[config.mk]
export PLATFORM = sky130hd
export DESIGN_NAME = windowed_peak_rms_hold_meter_core
export DESIGN_NICKNAME = d
export VERILOG_FILES = /design/src/hdl/wprhm_pkg.sv /design/src/hdl/windowed_peak_rms_hold_meter_core.sv /design/src/hdl/wprhm_ctrl.sv /design/src/hdl/wprhm_dpath.sv
export SDC_FILE = /design/constraint.sdc
export NUM_CORES = 1
export LEC_CHECK = 0
export BUFFER_PORTS_ARGS = -buffer_cell sky130_fd_sc_hd__buf_2
export CORE_MARGIN = 10
export CORE_UTILIZATION = 40
export DETAILED_ROUTE_END_ITERATION = 7
export HOLD_SLACK_MARGIN = 0.12
export SKIP_CTS_REPAIR_TIMING = 1
export SLEW_MARGIN = 20
export SYNTH_ARGS = -nofsm -noshare
export SYNTH_HDL_FRONTEND = slang
export SYNTH_HIERARCHICAL = 1
export SYNTH_SLANG_ARGS = --single-unit
[constraint.sdc]
create_clock -name clk -period 7.5 [get_ports clk]
set_clock_uncertainty 0.1 [all_clocks]
set_input_delay 1.125 -clock clk [delete_from_list [all_inputs] [get_ports clk]]
set_output_delay 1.125 -clock clk [all_outputs]
set_load 0.005 [all_outputs]
[src/hdl/wprhm_pkg.sv]
// ----------------------------------------------------------------------------
// wprhm_pkg
// shared types and constants of the windowed peak / rms / hold level meter
// ----------------------------------------------------------------------------
package wprhm_pkg;

  localparam int SAMPLE_W    = 16;
  localparam int LEVEL_W     = 16;
  localparam int WLEN_W      = 13;
  localparam int HOLD_T_W    = 16;
  localparam int CFG_IDX_W   = 2;
  localparam int CFG_DATA_W  = 16;
  localparam int SQR_W       = 32;
  localparam int ROOT_STEPS  = 16;
  localparam int ROOT_REM_W  = 18;

  localparam logic [CFG_IDX_W-1:0] CFG_WINDOW_LENGTH = 2'd0;
  localparam logic [CFG_IDX_W-1:0] CFG_HOLD_TIME     = 2'd1;
  localparam logic [CFG_IDX_W-1:0] CFG_PAUSED        = 2'd2;

  localparam logic CMD_SAMPLE = 1'b0;
  localparam logic CMD_TICK   = 1'b1;

  localparam logic [WLEN_W-1:0]   WLEN_RESET   = 13'd480;
  localparam logic [HOLD_T_W-1:0] HOLD_T_RESET = 16'd500;

  typedef struct packed {
    logic                       cmd;
    logic                       channel;
    logic signed [SAMPLE_W-1:0] sample;
  } in_item_t;

  typedef struct packed {
    logic               meter_channel;
    logic [LEVEL_W-1:0] peak;
    logic [LEVEL_W-1:0] rms;
    logic [LEVEL_W-1:0] hold;
  } out_item_t;

  typedef enum logic [2:0] {
    ST_IDLE,
    ST_SQUARE,
    ST_UPDATE,
    ST_DIVIDE,
    ST_ROOT_LOAD,
    ST_ROOT,
    ST_OUTPUT
  } state_t;

  typedef struct packed {
    logic load;
    logic square;
    logic update;
    logic div_step;
    logic root_load;
    logic root_step;
    logic out_load;
  } ctrl_cmd_t;

  typedef struct packed {
    logic sample_ok;
    logic win_done;
    logic out_free;
  } dp_status_t;

endpackage

[src/hdl/windowed_peak_rms_hold_meter_core.sv]
// ----------------------------------------------------------------------------
// windowed_peak_rms_hold_meter_core
// per-channel windowed peak and rms level meter with timed peak hold
// ----------------------------------------------------------------------------
// channel  direction  handshake            payload
// in_      input      in_valid/in_ready    in_item_t  (cmd, channel, sample)
// out_     output     out_valid/out_ready  out_item_t (meter_channel, peak, rms, hold)
// cfg_     input      cfg_we               cfg_index, cfg_wdata
//
// a tick or a dropped sample is taken in the idle state; a sample inside a window
// passes through the square and update states; a sample that ends a window also
// runs the bit-serial divider, the root load and root steps, and the output state
// one transaction at a time; a full output register stalls only the output state
// reset is synchronous, active low, and clears all window, hold and tick state
// ----------------------------------------------------------------------------
module windowed_peak_rms_hold_meter_core #(
  parameter int CHANNELS   = 2,
  parameter int MAX_WINDOW = 4096
) (
  input  logic                             clk,
  input  logic                             rst_n,
  input  logic                             in_valid,
  output logic                             in_ready,
  input  wprhm_pkg::in_item_t              in_data,
  output logic                             out_valid,
  input  logic                             out_ready,
  output wprhm_pkg::out_item_t             out_data,
  input  logic                             cfg_we,
  input  logic [wprhm_pkg::CFG_IDX_W-1:0]  cfg_index,
  input  logic [wprhm_pkg::CFG_DATA_W-1:0] cfg_wdata
);
  import wprhm_pkg::*;

  localparam int CNT_W = $clog2(MAX_WINDOW + 1);
  localparam int SUM_W = 31 + CNT_W;

  ctrl_cmd_t  cmd;
  dp_status_t status;

  wprhm_ctrl #(
    .SUM_W (SUM_W)
  ) u_ctrl (
    .clk      (clk),
    .rst_n    (rst_n),
    .in_valid (in_valid),
    .in_ready (in_ready),
    .status   (status),
    .cmd      (cmd)
  );

  wprhm_dpath #(
    .CHANNELS   (CHANNELS),
    .MAX_WINDOW (MAX_WINDOW)
  ) u_dpath (
    .clk       (clk),
    .rst_n     (rst_n),
    .cfg_we    (cfg_we),
    .cfg_index (cfg_index),
    .cfg_wdata (cfg_wdata),
    .in_data   (in_data),
    .out_valid (out_valid),
    .out_ready (out_ready),
    .out_data  (out_data),
    .cmd       (cmd),
    .status    (status)
  );

endmodule

[src/hdl/wprhm_ctrl.sv]
// ----------------------------------------------------------------------------
// wprhm_ctrl
// sequencer: sample square, window update, bit-serial divide, root, result
// ----------------------------------------------------------------------------
module wprhm_ctrl #(
  parameter int SUM_W = 44
) (
  input  logic                  clk,
  input  logic                  rst_n,
  input  logic                  in_valid,
  output logic                  in_ready,
  input  wprhm_pkg::dp_status_t status,
  output wprhm_pkg::ctrl_cmd_t  cmd
);
  import wprhm_pkg::*;

  localparam int STEP_W = $clog2(SUM_W);
  localparam logic [STEP_W-1:0] DIV_LAST  = STEP_W'(SUM_W - 1);
  localparam logic [STEP_W-1:0] ROOT_LAST = STEP_W'(ROOT_STEPS - 1);

  state_t            state_r, state_nxt;
  logic [STEP_W-1:0] step_r, step_nxt;
  logic              div_last, root_last;

  assign div_last  = (step_r == DIV_LAST);
  assign root_last = (step_r == ROOT_LAST);

  always_comb begin
    state_nxt = state_r;
    unique case (state_r)
      ST_IDLE: begin
        if (in_valid && status.sample_ok) state_nxt = ST_SQUARE;
      end
      ST_SQUARE:    state_nxt = ST_UPDATE;
      ST_UPDATE: begin
        state_nxt = status.win_done ? ST_DIVIDE : ST_IDLE;
      end
      ST_DIVIDE: begin
        if (div_last) state_nxt = ST_ROOT_LOAD;
      end
      ST_ROOT_LOAD: state_nxt = ST_ROOT;
      ST_ROOT: begin
        if (root_last) state_nxt = ST_OUTPUT;
      end
      ST_OUTPUT: begin
        if (status.out_free) state_nxt = ST_IDLE;
      end
      default:      state_nxt = ST_IDLE;
    endcase
  end

  always_comb begin
    step_nxt = '0;
    if ((state_r == ST_DIVIDE && !div_last) || (state_r == ST_ROOT && !root_last)) begin
      step_nxt = step_r + 1'b1;
    end
  end

  always_comb begin
    cmd      = '0;
    in_ready = 1'b0;
    unique case (state_r)
      ST_IDLE: begin
        in_ready = 1'b1;
        cmd.load = in_valid;
      end
      ST_SQUARE:    cmd.square    = 1'b1;
      ST_UPDATE:    cmd.update    = 1'b1;
      ST_DIVIDE:    cmd.div_step  = 1'b1;
      ST_ROOT_LOAD: cmd.root_load = 1'b1;
      ST_ROOT:      cmd.root_step = 1'b1;
      ST_OUTPUT:    cmd.out_load  = status.out_free;
      default:      cmd           = '0;
    endcase
  end

  always_ff @(posedge clk) begin
    if (!rst_n) begin
      state_r <= ST_IDLE;
      step_r  <= '0;
    end else begin
      state_r <= state_nxt;
      step_r  <= step_nxt;
    end
  end

  a_step_idle: assert property (@(posedge clk) disable iff (!rst_n)
    (state_r != ST_DIVIDE && state_r != ST_ROOT) |-> step_r == '0)
    else $error("step counter running outside divide and root");

  a_divide_len: assert property (@(posedge clk) disable iff (!rst_n)
    (state_r == ST_DIVIDE && div_last) |=> state_r == ST_ROOT_LOAD)
    else $error("divide did not end after its last step");

  a_update_follows: assert property (@(posedge clk) disable iff (!rst_n)
    state_r == ST_SQUARE |=> state_r == ST_UPDATE)
    else $error("square not followed by update");

endmodule

[src/hdl/wprhm_dpath.sv]
// ----------------------------------------------------------------------------
// wprhm_dpath
// config registers, tick counter, per-channel window state, divider, root
// ----------------------------------------------------------------------------
module wprhm_dpath #(
  parameter int CHANNELS   = 2,
  parameter int MAX_WINDOW = 4096
) (
  input  logic                                clk,
  input  logic                                rst_n,
  input  logic                                cfg_we,
  input  logic [wprhm_pkg::CFG_IDX_W-1:0]     cfg_index,
  input  logic [wprhm_pkg::CFG_DATA_W-1:0]    cfg_wdata,
  input  wprhm_pkg::in_item_t                 in_data,
  output logic                                out_valid,
  input  logic                                out_ready,
  output wprhm_pkg::out_item_t                out_data,
  input  wprhm_pkg::ctrl_cmd_t                cmd,
  output wprhm_pkg::dp_status_t               status
);
  import wprhm_pkg::*;

  localparam int CNT_W = $clog2(MAX_WINDOW + 1);
  localparam int SUM_W = 31 + CNT_W;
  localparam int CH_W  = (CHANNELS > 1) ? $clog2(CHANNELS) : 1;
  localparam logic [31:0] MAXW = 32'(MAX_WINDOW);
  localparam logic [31:0] CHN  = 32'(CHANNELS);

  // config and tick state
  logic [WLEN_W-1:0]   wlen_r;
  logic [HOLD_T_W-1:0] hold_t_r;
  logic                paused_r;
  logic [HOLD_T_W-1:0] tick_r, tick_inc, limit;
  logic                tick_clear, is_tick;

  // per-channel window state
  logic [CNT_W-1:0]   cnt_r  [CHANNELS];
  logic [SUM_W-1:0]   sum_r  [CHANNELS];
  logic [LEVEL_W-1:0] peak_r [CHANNELS];
  logic [LEVEL_W-1:0] hold_r [CHANNELS];

  // sample pipeline
  logic [CH_W-1:0]    c_r;
  logic [LEVEL_W-1:0] mag_r, mag;
  logic [SQR_W-1:0]   sq_r;

  logic [31:0]        len32;
  logic [CNT_W-1:0]   len, cnt_new;
  logic [SUM_W-1:0]   sum_new;
  logic [LEVEL_W-1:0] peak_new, hold_new;
  logic               win_done, wlen_write;

  // result staging
  logic               res_ch_r;
  logic [LEVEL_W-1:0] res_peak_r, res_hold_r;

  // bit-serial divider
  logic [SUM_W-1:0]   q_r;
  logic [CNT_W-1:0]   dvs_r, rem_r;
  logic [CNT_W:0]     div_sh;
  logic               div_ge;

  // two bits a step square root
  logic [31:0]           x_r;
  logic [ROOT_REM_W-1:0] sr_r;
  logic [LEVEL_W-1:0]    root_r;
  logic [ROOT_REM_W+1:0] root_sh, root_trial;
  logic                  root_ge;

  // output register
  logic      out_valid_r;
  out_item_t out_data_r;

  assign is_tick    = (in_data.cmd == CMD_TICK);
  assign limit      = (hold_t_r == '0) ? HOLD_T_W'(1) : hold_t_r;
  assign tick_inc   = tick_r + 1'b1;
  assign tick_clear = cmd.load && is_tick && (tick_inc >= limit);
  assign wlen_write = cfg_we && (cfg_index == CFG_WINDOW_LENGTH);

  assign mag = in_data.sample[SAMPLE_W-1] ? (LEVEL_W'(~in_data.sample) + 1'b1)
                                          : LEVEL_W'(in_data.sample);

  assign len32 = (wlen_r == '0) ? 32'd1 : ((32'(wlen_r) > MAXW) ? MAXW : 32'(wlen_r));
  assign len   = len32[CNT_W-1:0];

  assign cnt_new  = cnt_r[c_r] + 1'b1;
  assign sum_new  = sum_r[c_r] + SUM_W'(sq_r);
  assign peak_new = (mag_r > peak_r[c_r]) ? mag_r : peak_r[c_r];
  assign hold_new = (hold_r[c_r] > peak_new) ? hold_r[c_r] : peak_new;
  assign win_done = (cnt_new >= len);

  assign div_sh = {rem_r, q_r[SUM_W-1]};
  assign div_ge = (div_sh >= {1'b0, dvs_r});

  assign root_sh    = {sr_r, x_r[31:30]};
  assign root_trial = {2'b00, root_r, 2'b01};
  assign root_ge    = (root_sh >= root_trial);

  assign status.sample_ok = !is_tick && !paused_r && (32'(in_data.channel) < CHN);
  assign status.win_done  = win_done;
  assign status.out_free  = !out_valid_r || out_ready;

  assign out_valid = out_valid_r;
  assign out_data  = out_data_r;

  // config and tick
  always_ff @(posedge clk) begin
    if (!rst_n) begin
      wlen_r   <= WLEN_RESET;
      hold_t_r <= HOLD_T_RESET;
      paused_r <= 1'b0;
      tick_r   <= '0;
    end else begin
      if (tick_clear) begin
        tick_r <= '0;
      end else if (cmd.load && is_tick) begin
        tick_r <= tick_inc;
      end
      if (cfg_we) begin
        unique case (cfg_index)
          CFG_WINDOW_LENGTH: wlen_r <= cfg_wdata[WLEN_W-1:0];
          CFG_HOLD_TIME: begin
            hold_t_r <= cfg_wdata[HOLD_T_W-1:0];
            tick_r   <= '0;
          end
          CFG_PAUSED:        paused_r <= cfg_wdata[0];
          default:           ;
        endcase
      end
    end
  end

  // channel state
  always_ff @(posedge clk) begin
    if (!rst_n) begin
      for (int i = 0; i < CHANNELS; i++) begin
        cnt_r[i]  <= '0;
        sum_r[i]  <= '0;
        peak_r[i] <= '0;
        hold_r[i] <= '0;
      end
    end else begin
      if (cmd.update) begin
        if (win_done) begin
          cnt_r[c_r]  <= '0;
          sum_r[c_r]  <= '0;
          peak_r[c_r] <= '0;
          hold_r[c_r] <= hold_new;
        end else begin
          cnt_r[c_r]  <= cnt_new;
          sum_r[c_r]  <= sum_new;
          peak_r[c_r] <= peak_new;
        end
      end
      if (wlen_write) begin
        for (int i = 0; i < CHANNELS; i++) begin
          cnt_r[i]  <= '0;
          sum_r[i]  <= '0;
          peak_r[i] <= '0;
        end
      end
      if (tick_clear) begin
        for (int i = 0; i < CHANNELS; i++) begin
          hold_r[i] <= '0;
        end
      end
    end
  end

  // sample, divide and root datapath
  always_ff @(posedge clk) begin
    if (cmd.load) begin
      c_r   <= CH_W'(in_data.channel);
      mag_r <= mag;
    end
    if (cmd.square) begin
      sq_r <= mag_r * mag_r;
    end
    if (cmd.update && win_done) begin
      res_ch_r   <= c_r[0];
      res_peak_r <= peak_new;
      res_hold_r <= hold_new;
      q_r        <= sum_new;
      dvs_r      <= cnt_new;
      rem_r      <= '0;
    end else if (cmd.div_step) begin
      rem_r <= div_ge ? CNT_W'(div_sh - {1'b0, dvs_r}) : div_sh[CNT_W-1:0];
      q_r   <= {q_r[SUM_W-2:0], div_ge};
    end
    if (cmd.root_load) begin
      x_r    <= {1'b0, q_r[30:0]};
      sr_r   <= '0;
      root_r <= '0;
    end else if (cmd.root_step) begin
      sr_r   <= root_ge ? ROOT_REM_W'(root_sh - root_trial) : ROOT_REM_W'(root_sh);
      root_r <= {root_r[LEVEL_W-2:0], root_ge};
      x_r    <= {x_r[29:0], 2'b00};
    end
  end

  // output register
  always_ff @(posedge clk) begin
    if (!rst_n) begin
      out_valid_r <= 1'b0;
    end else if (cmd.out_load) begin
      out_valid_r <= 1'b1;
    end else if (out_ready) begin
      out_valid_r <= 1'b0;
    end
  end

  always_ff @(posedge clk) begin
    if (cmd.out_load) begin
      out_data_r.meter_channel <= res_ch_r;
      out_data_r.peak          <= res_peak_r;
      out_data_r.rms           <= root_r;
      out_data_r.hold          <= res_hold_r;
    end
  end

  a_tick_below_limit: assert property (@(posedge clk) disable iff (!rst_n)
    tick_r < limit)
    else $error("tick count reached hold limit");

  a_window_cleared: assert property (@(posedge clk) disable iff (!rst_n)
    cmd.update && win_done |=> cnt_r[$past(c_r)] == '0)
    else $error("completed window not cleared");

  a_rms_range: assert property (@(posedge clk) disable iff (!rst_n)
    cmd.out_load |=> out_data_r.rms <= 16'h8000)
    else $error("rms above full scale");

  a_hold_covers_peak: assert property (@(posedge clk) disable iff (!rst_n)
    out_valid_r |-> out_data_r.peak <= out_data_r.hold)
    else $error("hold below peak");

endmodule
# --- Yosys cells after proc, flatten, opt, wreduce, memory -nomap -nowiden ---
# Memory sizes are Yosys's and may differ from the RTL's. A register that Yosys moved wholly into a read port is not among the register bits.
# Cells that the tools add are included.
totals:
  elab_cells: 223
  out_inout_bits: 51
  n_memories: 4
  ram_bits: 178
  ff_bits: 323
mem_list:
  columns: ["name", "depth", "word_bits", "read_ports", "rd_ports_with_merged_regs", "write_ports", "line", "source"]
  rows:
  - ["u_dpath.sum_r", 2, 44, 1, 1, 2, "wprhm_dpath.sv:38", "logic [SUM_W-1:0] sum_r [CHANNELS];"]
  - ["u_dpath.hold_r", 2, 16, 1, 1, 2, "wprhm_dpath.sv:40", "logic [LEVEL_W-1:0] hold_r [CHANNELS];"]
  - ["u_dpath.peak_r", 2, 16, 1, 1, 2, "wprhm_dpath.sv:39", "logic [LEVEL_W-1:0] peak_r [CHANNELS];"]
  - ["u_dpath.cnt_r", 2, 13, 1, 1, 2, "wprhm_dpath.sv:37", "logic [CNT_W-1:0] cnt_r [CHANNELS];"]
classes:
  mux: 74
  order_cmp: 7
  n_eq_ne: 26
  bitwise: 48
  n_reduce_logical: 31
  addsub: 7
  n_mul: 1
op_table:
  columns: ["operator", "n"]
  rows:
  - ["two-way mux 44 bit", 6]
  - ["two-way mux 16 bit", 14]
  - ["two-way mux 13 bit", 7]
  - ["two-way mux 31 bit", 2]
  - ["adder 44 x 32 -> 44 bit", 1]
  - ["OR reduction 44 bit", 1]
  - ["two-way mux 1 bit", 37]
  - ["adder 16 x 1 -> 16 bit, second input constant", 2]
  - ["greater-than comparator 16 bit", 2]
  - ["multiplier 16 x 16 -> 32 bit", 1]
  - ["OR reduction 16 bit", 2]
  - ["bitwise AND 1 bit", 24]
  - ["one-hot mux 3 bit (7 select lines)", 1]
  - ["greater-or-equal comparator 20 x 18 -> 1 bit", 1]
  - ["two-way mux 18 bit", 1]
  - ["subtractor 18 bit", 1]
  - ["greater-or-equal comparator 16 bit", 1]
  - ["zero test 16 bit", 1]
  - ["inverter 16 bit", 1]
  - ["two-way mux 15 bit", 1]
  - ["greater-or-equal comparator 14 x 13 -> 1 bit", 1]
  - ["adder 13 x 1 -> 13 bit, second input constant", 1]
  - ["greater-or-equal comparator 13 bit", 1]
  - ["greater-than comparator 13 bit, second input constant", 1]
  - ["other kinds (25)", 83]

# --- Longest topological paths before layout ---
logic_depth:
  ltp_word: 13
  depth_mapped: 27

# --- Cells and area by module ---
# The synthesis kept the hierarchy.
by_module_without_submodules:
  columns: ["mod", "seq_area_each_um2", "instances", "area_per_inst_um2", "cells_per_inst"]
  rows:
  - ["wprhm_dpath", 13813.2, 1, 31954.4, 3032]
  - ["wprhm_ctrl", 180.2, 1, 533.0, 69]

# --- Worst setup path before layout ---
# No wires, ideal clock.
synth_timing:
  path_kind: "register to register"
  startpoint: "register u_dpath.mag_r[4]"
  endpoint: "register u_dpath.sq_r[31] (data pin)"
  path_buffers: 3
  arrival_time_ns: 6.156
  setup_time_ns: 0.260
  required_time_ns: 7.140
  setup_slack_ns: 0.985
  path_stages_with_launch: 23
  synth_period_minus_slack_ns: 6.515
  path_cell_list: "edfxtp_1 > clkbuf_1 > clkbuf_1 > nand2_1 > fa_1 > inv_1 > fa_1 > fa_1 > fa_1 > fa_1 > inv_1 > fa_1 > inv_1 > ha_1 > clkbuf_1 > and3_1 > a311oi_1 > o21ai_0 > o31ai_1 > o21ai_0 > a21oi_1 > o21bai_1 > xnor2_1"
synth_between:
  elab_chain_len: 1
synth_rtl:
  columns: ["item", "line", "source"]
  rows:
  - ["start, declared", "wprhm_dpath.sv:44", "logic [LEVEL_W-1:0] mag_r, mag;"]
  - ["start signal, assigned", "wprhm_dpath.sv:174", "mag_r <= mag;"]
  - ["multiplier 16 x 16 -> 32 bit", "wprhm_dpath.sv:177", "sq_r <= mag_r * mag_r;"]
  - ["end signal, assigned", "wprhm_dpath.sv:177", null]
  - ["end, declared", "wprhm_dpath.sv:45", "logic [SQR_W-1:0] sq_r;"]
# No other way between the ends.
# A chain may end at the register's enable or synchronous reset.

# --- Worst setup path in the final report ---
layout_timing:
  startpoint: "register u_dpath.mag_r[12]"
  endpoint: "register u_dpath.sq_r[31] (data pin)"
# Same word-level chain as after synthesis.

==> out/metrics.cfg <==
[global_route]
antenna_found_initial=0
grt_util_all_layers=0.148
grt_pass1_wl_mm=116
grt_max_degree=101
gr-total-overflow=0
first_global_vias=21598

[min_path]
holdCritStartpoint=u_dpath/res_peak_r[1]
hold_depth=0
hp-class=flip-flop to flip-flop
hold_end=u_dpath/out_data[33]

[floorplanning]
fp.dieW_um=305
ios=92
initial_utilization=0.403
coreArea_um2=80500
rows=104
die_h_um=305
fp.dieArea_um2=93000

[clocking]
clock_sinks=501
cts_tree=yes
cts_buffers=56
clk_path_buf_depth=3
clkSlewWorstSetupHoldPaths_ns=0.06
clk_latency_ns=0.62
clockRootBuffer=clkbuf_16
htreeDepth=2

[layout]
diodes=0
drive_above_1_share=0.111
fin_nets=3598
final_common_cell=edfxtp_1
area_growth_pct=11.2
layout_common_cells=396 x edfxtp_1, 391 x inv_1, 323 x nor2_1
fill_cells=7514

[pwr]
power_leakage_nw=15.6
max-vdd-ir-drop_mv=0.924
total_power_mw=18.1
power_density_nw_per_um2=501

[synth]
yosys_warnings=6
synthAdderAreaFrac=0.190
synthFlopType=edfxtp_1
synth.distinct_cells=83
ys_seq_area_frac=0.431
synth_area_per_cell_um2=10.5
synth_compound_area_frac=0.101
muxShareOfSynthArea=0.0562
synth.top_cell.area_share=0.366
yosys.area_share.simple=0.121
synth-xor-area-share=0.0410
synth_top_cell_by_area=edfxtp_1
postSynthCellCount=3101
synth_area_leaders=edfxtp_1 37%, fa_1 10%, ha_1 8.8%
syn_area_um2=32500
synth_edf_count=396
async_flop_share=0
synth_top_family_by_area=adder cells
synth.net_count=3536
ys_seq_elements=501

[timing]
setup_viol=0
tightest_slew_ns=1.00
min_period_over_period=0.928
slew_headroom=0.330
finalSetupTns_ns=0
period_needed_ns=6.96
maxClockFrequency_mhz=144
rsz0062_at_grt=false
timing.final.hold_violations=0
slew_violations=0

[route]
post_drt_wl_per_cell_um=16.4
drc_errors=0
antenna_left=0
drtPass1Iterations=5
finalWirelength_mm=70.0
via_per_inst=5.03
vias=21477
first_iter_violations=1286

[placement]
routabilityCongestion=0.871
numPortBuffers=91
place_hpwl_mm=51.2

[worst_setup_path]
reg2reg_depth=21
cp.arrival_ns=7.23
worstPathRequired_ns=7.76
r2r-end=u_dpath/sq_r[31]
cp-start-kind=flip-flop
critPathKind=flip-flop to flip-flop
critPathCaptureType=flip-flop
rrSetupSlack_ns=0.54
reg2reg_from=u_dpath/mag_r[12]
crit_fanout=14

[run_status]
status=finished, final reports clean

[run]
drv_cap=0

==> area by class of cell <==
| cell class | instances | area [µm²] | share of cell area |
|---|---|---|---|
| inverters | 393 | 1480 | 0.0408 |
| repair buffers | 127 | 758 | 0.0210 |
| well taps | 1060 | 1330 | 0.0367 |
| clock inverters | 38 | 447 | 0.0124 |
| flip-flops and latches | 501 | 14000 | 0.387 |
| multi-input cells | 2084 | 16600 | 0.460 |
| clock buffers | 68 | 1530 | 0.0423 |
==> state kept, by name, summed over array words and instances (netlist names), 3 cells and up, named ones only <==
register and count:
u_dpath/out_data 49, u_dpath/x_r 32, u_dpath/hold_t_r 16, u_dpath/dvs_r 13
u_ctrl/step_r 6, u_ctrl/state_r 3, u_dpath/wlen_r 13, u_dpath/sq_r 31
u_dpath/q_r 44, u_dpath/peak_r 32, u_dpath/cnt_r 26, u_dpath/res_peak_r 16
u_dpath/sr_r 18, u_dpath/mag_r 16, u_dpath/root_r 16, u_dpath/res_hold_r 16
u_dpath/hold_r 32, u_dpath/sum_r 88, u_dpath/tick_r 16, u_dpath/rem_r 13
==> worst max-delay path by stage <==
stage                      start                to  slack [ns]  depth (start not counted)
2_1_floorplan   u_dpath/mag_r[4]  u_dpath/sq_r[31]        0.98                         22
3_5_place_dp   u_dpath/mag_r[12]  u_dpath/sq_r[31]        0.48                         21
6_report       u_dpath/mag_r[12]  u_dpath/sq_r[31]        0.54                         21
4_1_cts        u_dpath/mag_r[12]  u_dpath/sq_r[31]        0.46                         21
5_1_grt         u_dpath/mag_r[4]  u_dpath/sq_r[31]        0.03                         20
3_3_place_gp    u_dpath/mag_r[4]  u_dpath/sq_r[31]        0.55                         19
==> critical path: stages (launching register included) <==
cell,delay (ns)
edfxtp_1,0.71
inv_1,0.28
nor2_1,0.26
inv_1,0.10
fa_1,0.49
fa_1,0.56
inv_1,0.05
ha_1,0.31
fa_1,0.51
fa_1,0.54
inv_1,0.05
fa_1,0.52
inv_1,0.04
ha_1,0.27
or3_1,0.44
a31oi_1,0.32
nor4_1,0.12
o31ai_1,0.47
o21ai_0,0.20
a21oi_1,0.17
o21bai_1,0.08
xnor2_1,0.12
==> logic make-up after synthesis <==
kind of cell    Yosys count
simple gates            869
buf+inv                 516
flops                   501
compound gates          499
fa+ha+maj               394
mux                     170
xor+xnor                152
==> synth_stat cells (all sizes together) (13+ instances only) <==
| library cell | count |
|---|---|
| ha | 229 |
| dfxtp | 105 |
| o211ai | 19 |
| nand4 | 19 |
| fa | 165 |
| o21a | 22 |
| mux2 | 95 |
| o21ai | 117 |
| edfxtp | 396 |
| nor2b | 43 |
| xnor2 | 83 |
| nand2b | 19 |
| mux2i | 75 |
| a211oi | 19 |
| nor2 | 325 |
| inv | 392 |
| a21boi | 26 |
| xor2 | 69 |
| nand3 | 37 |
| buf | 26 |
| nor3 | 30 |
| a21o | 60 |
| and3 | 20 |
| a21oi | 127 |
| o31ai | 13 |
| a31oi | 21 |
| o21bai | 14 |
| nand2 | 268 |
| and2 | 53 |
| clkbuf | 97 |
==> routing by layer <==
metal  vias up  track usage  routed length (µm)
li1      10722            -                   -
met1     10341        0.211               34700
met2       339        0.238               31600
met3        75       0.0186                2530
met4         0       0.0324                1200
met5         -            0                   0
==> stage by stage <==
stage	hold slack [ns]	instances	area (µm²)	util	worst slack [ns]
floorplan	0.300	3101	32500	-	0.985
global placement	0.308	4164	34100	0.424	0.547
detailed placement	0.305	4164	34100	0.424	0.478
CTS	0.324	4270	36100	0.448	0.464
global route	0.333	4271	36100	0.449	0.0339
finish	0.320	4271	36100	0.449	0.539
==> report_power, final <==
group / internal [mW] / total, mW / switching (mW)
combinational: 4.77 / 11.2 / 6.47
sequential: 3.81 / 3.98 / 0.168
clock: 1.71 / 2.89 / 1.17
total: 10.3 / 18.1 / 7.81
Note: power is estimated with default switching activity, not from simulation.
